$ cat src/design/skf_pkg.sv
package skf_pkg;

    // default sample width (signed Q4.28 at 32 bits)
    localparam int SAMPLE_WIDTH = 32;

    // Q2.30 helpers
    localparam int          FRAC_W  = 30;
    localparam logic [31:0] ONE_Q30 = 32'h4000_0000;

    // register reset values
    localparam logic [31:0] PNOISE_RST = 32'd1073742;
    localparam logic [31:0] MNOISE_RST = 32'd107374182;

    // register indexes
    localparam logic [1:0] REG_PNOISE = 2'd0;
    localparam logic [1:0] REG_MNOISE = 2'd1;
    localparam logic [1:0] REG_INIT   = 2'd2;

    // gain divider: one quotient bit per step, gain is at most 1.0
    localparam int DIV_STEPS = FRAC_W + 1;
    localparam int CNT_W     = $clog2(DIV_STEPS);

    // shared multiplier operand and product widths
    localparam int MUL_A_W = 32;
    localparam int MUL_B_W = FRAC_W + 1;
    localparam int PROD_W  = MUL_A_W + MUL_B_W;

    // wide view of the error magnitude, split into hi and lo parts
    localparam int WIDE_W = 64;

endpackage

$ cat src/design/scalar_kalman_filter.sv
// channel      | direction | signals                                         | payload
// -------------+-----------+-------------------------------------------------+---------------
// measurement  | in        | i_valid / o_ready                               | i_measurement
// estimate     | out       | o_valid / i_ready                               | o_estimate
// config       | in        | psel, penable, pwrite, paddr, pwdata, prdata    | q, r, x0
//
// one request runs through a prepare step, a restoring divider for the gain
// (one quotient bit each step), 3 passes through the shared 32x31 multiplier
// and an update step; o_ready returns in the cycle after the update, so a
// new measurement is taken only once the previous request has finished
// the update cycle stalls while an untaken estimate sits in the output register
// reset is synchronous and active low; it restores q, r, x0 and the state
module scalar_kalman_filter #(
    parameter int SAMPLE_WIDTH = skf_pkg::SAMPLE_WIDTH,
    parameter int DATA_W       = (SAMPLE_WIDTH > 32) ? 64 : 32,
    parameter int ADDR_W       = (SAMPLE_WIDTH > 32) ? 5 : 4
) (
    input  logic                    i_clk,
    input  logic                    i_rst_n,
    // measurement request
    input  logic                    i_valid,
    output logic                    o_ready,
    input  logic [SAMPLE_WIDTH-1:0] i_measurement,
    // estimate request
    output logic                    o_valid,
    input  logic                    i_ready,
    output logic [SAMPLE_WIDTH-1:0] o_estimate,
    // register port
    input  logic                    psel,
    input  logic                    penable,
    input  logic                    pwrite,
    input  logic [ADDR_W-1:0]       paddr,
    input  logic [DATA_W-1:0]       pwdata,
    output logic [DATA_W-1:0]       prdata,
    output logic                    pready
);

    localparam int SW      = SAMPLE_WIDTH;
    localparam int IDX_LSB = ADDR_W - 2;   // byte stride 4 or 8

    // sequencer states
    typedef enum logic [6:0] {
        S_IDLE = 7'b0000001,   // waiting for a measurement
        S_PREP = 7'b0000010,   // denominator and error
        S_DIV  = 7'b0000100,   // gain, one bit a cycle
        S_MLO  = 7'b0001000,   // lo part of error times gain
        S_MHI  = 7'b0010000,   // hi part of error times gain
        S_MCV  = 7'b0100000,   // (1 - gain) times predicted covariance
        S_UPD  = 7'b1000000    // commit state and load the output
    } t_state;

    t_state r_state, n_state;

    // configuration and filter state
    logic [31:0]   r_q;
    logic [31:0]   r_r;
    logic [SW-1:0] r_x0;
    logic [SW-1:0] r_x;        // current estimate
    logic [31:0]   r_p;        // error covariance

    // working registers
    logic [SW-1:0]              r_z;
    logic [31:0]                r_pp;       // predicted covariance
    logic [32:0]                r_den;      // pp + r, exact
    logic                       r_den_zero;
    logic [33:0]                r_rem;      // divider remainder
    logic [skf_pkg::MUL_B_W-1:0] r_k;       // gain, Q.30, at most 1.0
    logic [skf_pkg::CNT_W-1:0]  r_cnt;
    logic                       r_neg;      // sign of z - x
    logic [SW:0]                r_mag;      // |z - x|
    logic [skf_pkg::PROD_W-1:0] r_prod;     // registered multiplier output
    logic [32:0]                r_lo_corr;  // rounded lo contribution
    logic [SW:0]                r_corr;     // rounded correction magnitude

    // output register
    logic          r_o_valid;
    logic [SW-1:0] r_o_est;

    // request handshakes
    logic in_acc;
    logic out_free;
    logic cfg_wr;
    logic [1:0] cfg_idx;

    assign o_ready  = (r_state == S_IDLE);
    assign in_acc   = i_valid & o_ready;
    assign out_free = ~r_o_valid | i_ready;
    assign o_valid  = r_o_valid;
    assign o_estimate = r_o_est;
    assign pready   = 1'b1;
    assign cfg_wr   = psel & penable & pwrite;
    assign cfg_idx  = paddr[ADDR_W-1:IDX_LSB];

    // predicted covariance, saturating at the top of Q2.30
    logic [32:0] pp_sum;
    logic [31:0] pp_sat;
    assign pp_sum = {1'b0, r_p} + {1'b0, r_q};
    assign pp_sat = pp_sum[32] ? '1 : pp_sum[31:0];

    // innovation z - x, one bit wider so it is exact
    logic signed [SW:0] diff;
    assign diff = $signed({r_z[SW-1], r_z}) - $signed({r_x[SW-1], r_x});

    // divider step: compare, subtract, shift
    logic        div_ge;
    logic [33:0] div_sub;
    assign div_ge  = (r_rem >= {1'b0, r_den});
    assign div_sub = div_ge ? (r_rem - {1'b0, r_den}) : r_rem;

    // error magnitude split at the binary point of the gain
    logic [skf_pkg::WIDE_W-1:0] mag_w;
    logic [29:0]                mag_lo;
    logic [31:0]                mag_hi;
    assign mag_w  = skf_pkg::WIDE_W'(r_mag);
    assign mag_lo = mag_w[29:0];
    assign mag_hi = mag_w[61:30];

    // shared multiplier, operands picked by the sequencer
    logic [skf_pkg::MUL_A_W-1:0] mul_a;
    logic [skf_pkg::MUL_B_W-1:0] mul_b;
    logic [skf_pkg::PROD_W-1:0]  mul_p;

    always_comb begin
        case (r_state)
            S_MLO: begin
                mul_a = {2'b00, mag_lo};
                mul_b = r_k;
            end
            S_MHI: begin
                mul_a = mag_hi;
                mul_b = r_k;
            end
            S_MCV: begin
                mul_a = r_pp;
                // 1.0 - gain, gain never exceeds 1.0
                mul_b = skf_pkg::MUL_B_W'(skf_pkg::ONE_Q30) - r_k;
            end
            default: begin
                mul_a = '0;
                mul_b = '0;
            end
        endcase
    end

    assign mul_p = skf_pkg::PROD_W'(mul_a) * skf_pkg::PROD_W'(mul_b);

    // rounding constant, one half in Q.30
    localparam logic [skf_pkg::PROD_W-1:0] HALF = skf_pkg::PROD_W'(1) << (skf_pkg::FRAC_W - 1);

    logic [skf_pkg::PROD_W-1:0] lo_rnd;
    logic [skf_pkg::PROD_W-1:0] corr_sum;
    logic [skf_pkg::PROD_W-1:0] p_rnd;
    assign lo_rnd   = r_prod + HALF;
    assign corr_sum = r_prod + skf_pkg::PROD_W'(r_lo_corr);
    assign p_rnd    = r_prod + HALF;

    // estimate moves toward z by the correction; the result stays between x and z
    logic [SW:0] x_ext;
    logic [SW:0] x_upd;
    assign x_ext = {r_x[SW-1], r_x};
    assign x_upd = r_neg ? (x_ext - r_corr) : (x_ext + r_corr);

    // sequencer
    always_comb begin
        n_state = r_state;
        case (r_state)
            S_IDLE:  if (in_acc) begin
                n_state = S_PREP;
            end
            S_PREP:  n_state = S_DIV;
            S_DIV:   if (r_cnt == skf_pkg::CNT_W'(skf_pkg::DIV_STEPS - 1)) begin
                n_state = S_MLO;
            end
            S_MLO:   n_state = S_MHI;
            S_MHI:   n_state = S_MCV;
            S_MCV:   n_state = S_UPD;
            S_UPD:   if (out_free) begin
                n_state = S_IDLE;
            end
            default: n_state = S_IDLE;
        endcase
    end

    always_ff @(posedge i_clk) begin
        if (!i_rst_n) begin
            r_state   <= S_IDLE;
            r_o_valid <= 1'b0;
            r_q       <= skf_pkg::PNOISE_RST;
            r_r       <= skf_pkg::MNOISE_RST;
            r_x0      <= '0;
            r_x       <= '0;
            r_p       <= skf_pkg::ONE_Q30;
        end else begin
            r_state <= n_state;

            // estimate loaded on update, cleared once taken downstream
            if (r_state == S_UPD && out_free) begin
                r_o_valid <= 1'b1;
            end else if (r_o_valid && i_ready) begin
                r_o_valid <= 1'b0;
            end

            case (r_state)
                S_IDLE: begin
                    if (in_acc) begin
                        r_z  <= i_measurement;
                        r_pp <= pp_sat;
                    end
                end
                S_PREP: begin
                    r_den      <= {1'b0, r_pp} + {1'b0, r_r};
                    r_den_zero <= (r_pp == '0) && (r_r == '0);
                    r_rem      <= {2'b00, r_pp};
                    r_k        <= '0;
                    r_cnt      <= '0;
                    r_neg      <= diff[SW];
                    r_mag      <= diff[SW] ? (SW+1)'(-diff) : (SW+1)'(diff);
                end
                S_DIV: begin
                    r_rem <= {div_sub[32:0], 1'b0};
                    r_cnt <= r_cnt + 1'b1;
                    // zero denominator gives zero gain
                    if (r_cnt == skf_pkg::CNT_W'(skf_pkg::DIV_STEPS - 1) && r_den_zero) begin
                        r_k <= '0;
                    end else begin
                        r_k <= {r_k[skf_pkg::MUL_B_W-2:0], div_ge};
                    end
                end
                S_MLO: begin
                    r_prod <= mul_p;
                end
                S_MHI: begin
                    r_prod    <= mul_p;
                    r_lo_corr <= lo_rnd[62:30];
                end
                S_MCV: begin
                    r_prod <= mul_p;
                    r_corr <= corr_sum[SW:0];
                end
                S_UPD: begin
                    if (out_free) begin
                        r_x     <= x_upd[SW-1:0];
                        r_p     <= p_rnd[61:30];
                        r_o_est <= x_upd[SW-1:0];
                    end
                end
                default: begin
                end
            endcase

            // register writes must arrive only while the filter is idle; the block itself does not enforce it
            if (cfg_wr) begin
                case (cfg_idx)
                    skf_pkg::REG_PNOISE: r_q <= pwdata[31:0];
                    skf_pkg::REG_MNOISE: r_r <= pwdata[31:0];
                    skf_pkg::REG_INIT: begin
                        r_x0 <= pwdata[SW-1:0];
                        r_x  <= pwdata[SW-1:0];
                        r_p  <= skf_pkg::ONE_Q30;
                    end
                    default: begin
                    end
                endcase
            end
        end
    end

    // register read back
    always_comb begin
        case (cfg_idx)
            skf_pkg::REG_PNOISE: prdata = DATA_W'(r_q);
            skf_pkg::REG_MNOISE: prdata = DATA_W'(r_r);
            skf_pkg::REG_INIT:   prdata = DATA_W'(r_x0);
            default:             prdata = '0;
        endcase
    end

endmodule

$ cat config.mk
export PLATFORM = sky130hd
export DESIGN_NAME = scalar_kalman_filter
export DESIGN_NICKNAME = d
export VERILOG_FILES = /design/src/design/skf_pkg.sv /design/src/design/scalar_kalman_filter.sv
export SDC_FILE = /design/constraint.sdc
export NUM_CORES = 2
export LEC_CHECK = 0
export ABC_AREA = 1
export BUFFER_PORTS_ARGS = -buffer_cell sky130_fd_sc_hd__buf_2
export CAP_MARGIN = 20
export CORE_UTILIZATION = 45
export CTS_BUF_LIST = sky130_fd_sc_hd__clkbuf_4
export CTS_CLUSTER_DIAMETER = 30
export DETAILED_ROUTE_END_ITERATION = 7
export GPL_ROUTABILITY_DRIVEN = 0
export SYNTH_ARGS = -nofsm -noshare
export SYNTH_HDL_FRONTEND = slang
export SYNTH_SLANG_ARGS = --single-unit
$ cat constraint.sdc
create_clock -name i_clk -period 12.99 [get_ports i_clk]
set_input_delay 1.9485 -clock i_clk [delete_from_list [all_inputs] [get_ports i_clk]]
set_output_delay 1.9485 -clock i_clk [all_outputs]
set_load 0.02 [all_outputs]
==> flow_summary.json <==
{
  "drive_gt1_share_pct": 7.81,
  "synth_top_area_share_pct": 26.9,
  "ys_seq_area_share_pct": 21.9,
  "grt_overflow_total": 0,
  "maxCapViolCount": 0,
  "cpMostUsedCell": "nand2_1",
  "crit_fanout": 21,
  "post_cts_buffers": 0,
  "clock_latency_ns": 1.15,
  "leakage_nw": 33.3,
  "slew_headroom_pct": 19.2,
  "clkPwrFrac_pct": 30.5,
  "power.density_nw_per_um2": 81.4,
  "path_buf_inv": 5,
  "io_pins": 142,
  "synthesis.nets": 9314,
  "cts_resized": 0,
  "hp-class": "reg -> reg",
  "ys.flop_type": "edfxtp_1",
  "cts_root_buffer": "clkbuf_4",
  "finalInstanceArea_sq_um": 69800,
  "grt_use_total_pct": 31.4,
  "synth_area_leaders": "fa_1 27%, edfxtp_1 17%, nand2_1 9.1%",
  "synth_area_sq_um": 64700,
  "die_h_um": 381,
  "syn_avg_cell_area_sq_um": 8.17,
  "critPathRequiredTime_ns": 13.84,
  "clock_skew_ns": 0.0965,
  "grt_pass1_vias": 56300,
  "rows": 138,
  "async_reset_ff_share_pct": 0,
  "drt-wirelength-per-cell_um": 22.6,
  "hold_buffers": 0,
  "setup_viol": 0,
  "violations": "design-rule violations",
  "synth_cell_types": 73,
  "drc": 8,
  "ys_ff_latch": 528,
  "vdd_drop_max_mv": 0.0856,
  "dp_cells": 9813,
  "rsz0062_at_grt": "false",
  "slowest_stage": "inv_1",
  "swShare_pct": 38.7,
  "clk_path_buf_depth": 3,
  "max_freq_mhz": 93.2,
  "tightest_slew_ns": 1.21,
  "synth_top_area_cell": "fa_1",
  "hpwl_um": 179000,
  "hold_viol": 0,
  "fin_crit_sh_pct": 82.6,
  "switchingPower_mw": 2.20,
  "num_vias": 56300,
  "p_int_mw": 3.48,
  "cp_top_family": "adder cells",
  "ant_nets": 0,
  "cts_tree": "yes",
  "core-area_sq_um": 142000,
  "finalNonFillerCells": 10100,
  "power_mw": 5.68,
  "combPwrFrac_pct": 31.6,
  "antenna_found_initial": 7,
  "port_buffers": 138,
  "status": "finished, violations left",
  "fillers": 13900,
  "syn2layout_area_growth_pct": 7.82,
  "grt_pass1_wl_um": 342000,
  "syn_inst": 7921,
  "cts-buffers-inserted": 156,
  "chipWidth_um": 381,
  "criticalPathCategory": "reg -> reg",
  "start_util_pct": 45.6,
  "routed_via_density": 5.58,
  "tns_ns": 0,
  "cts.sinks": 528,
  "first_pass_iters": 8,
  "start_kind": "flip-flop",
  "grt_max_degree": 73,
  "detail_route.wirelength_um": 228000,
  "seqPwrFrac_pct": 38.0,
  "max_stage_delay_ns": 0.95,
  "yosysWarnings": 0,
  "crit_path_end_kind": "flip-flop",
  "final_max_slew_viol_count": 0,
  "dieArea_sq_um": 145000,
  "clk_pin_slew_ns": 0.06,
  "crit_arrival_ns": 11.58,
  "htree_levels": 4,
  "nNetsFinal": 9474,
  "timing.final.crit_period_ns": 10.73,
  "drt-initial-drc-count": 5584,
  "synth-edff-count": 360,
  "dpl_cell_area_sq_um": 67700
}
## final timing paths
| check | startpoint | endpoint | slack (ns) | cells after the start |
|---|---|---|---|---|
| max reg2reg | r_k[0] | r_prod[59] | 2.26 | 37 |
| min | r_x0[4] | r_x0[4] | 0.48 | 2 |
| min reg2reg | r_x0[4] | r_x0[4] | 0.48 | 2 |
| max | r_k[0] | r_prod[59] | 2.26 | 37 |
## synth_stat cells, drive strengths merged, types with 3 or more instances
cell type and count:
a211oi 10, a21boi 21, a21o 32, a21oi 390, a221oi 7, a22o 3, a22oi 13, a31oi 37
and2 13, buf 117, clkbuf 123, clkinv 5, dfxtp 168, edfxtp 360, fa 871, ha 447
inv 1542, nand2 1579, nand3 269, nand3b 10, nand4 65, nor2 915, nor3 73, nor3b 3
nor4 54, o211ai 43, o21a 16, o21ai 354, o21bai 23, o221a 3, o221ai 4, o22ai 16
o311ai 5, o31ai 8, or2 14, xnor2 104, xor2 190
## tightest hold or removal path: cells and delay by family (launching register included)
kind                   cells  cell delay (ns)
AO/OA/AOI/OAI              1             0.08
buffers and inverters      1             0.06
flip-flops                 1             0.29
## cell type report
type / count / area [sq um] / area share, %
multi-input combinational: 5606 / 43800 / 62.7
sequential: 528 / 14200 / 20.3
inverter: 1547 / 5810 / 8.32
tap: 1890 / 2360 / 3.39
clock buffer: 223 / 1670 / 2.40
timing repair buffer: 242 / 1510 / 2.16
clock inverter: 58 / 467 / 0.669
antenna: 5 / 12.5 / 0.0179
## placed cells by master, fill, tap and decap left out, types with 189 or more instances in the layout
cell type / n
a21oi_1: 383
clkbuf_4: 223
edfxtp_1: 360
fa_1: 871
ha_1: 447
inv_1: 1506
nand2_1: 1560
nand3_1: 267
nor2_1: 897
o21ai_0: 324
xor2_1: 189
## routing by layer
layer | share of wire [%] | track usage, % | vias to the layer above
met4 | 6.7 | 18.1 | 4
met2 | 45 | 50.3 | 2799
met1 | 39 | 39.6 | 27600
met5 | 0.015 | 0 | -
li1 | - | - | 25200
met3 | 9.2 | 6.04 | 682
## metrics by stage
step | utilization (%) | hold WS [ns] | setup WS, ns
floorplan | - | 0.419 | 4.81
global placement | 47.6 | 0.464 | 2.42
detailed placement | 47.6 | 0.470 | 2.43
CTS | 49.1 | 0.480 | 2.42
global route | 49.1 | 0.502 | 1.86
finish | 49.1 | 0.481 | 2.26
## power by group through the flow
stage               clock (mW)  combinational, mW  sequential (mW)
floorplan                    0               1.20             2.13
global placement             0               1.73             2.19
detailed placement           0               1.75             2.18
CTS                       1.77               1.76             2.15
global route              1.85               1.95             2.16
finish                    1.73               1.79             2.16
## sequential cells by signal (all words and copies together) (netlist names), 32 cells and up
signal,cells
r_pp,32
r_mag,33
r_q,32
o_estimate,32
r_rem,34
r_den,33
r_r,32
r_p,32
r_x0,32
r_x,32
r_z,32
r_prod,62
r_corr,32
r_lo_corr,32
## kinds of logic (layout without fill, tap and decap cells)
logic type      count (synthesis)  count (layout)  share of synthesized area, %
simple gates                 2998            2998                          18.9
buf+inv                      1787            2070                          10.6
fa+ha+maj                    1318            1318                          35.6
compound gates                994             994                          8.93
flops                         528             528                          21.9
xor+xnor                      295             295                          4.02
other cells                     1               6                       0.00579
(Power assumes the default switching activity.)
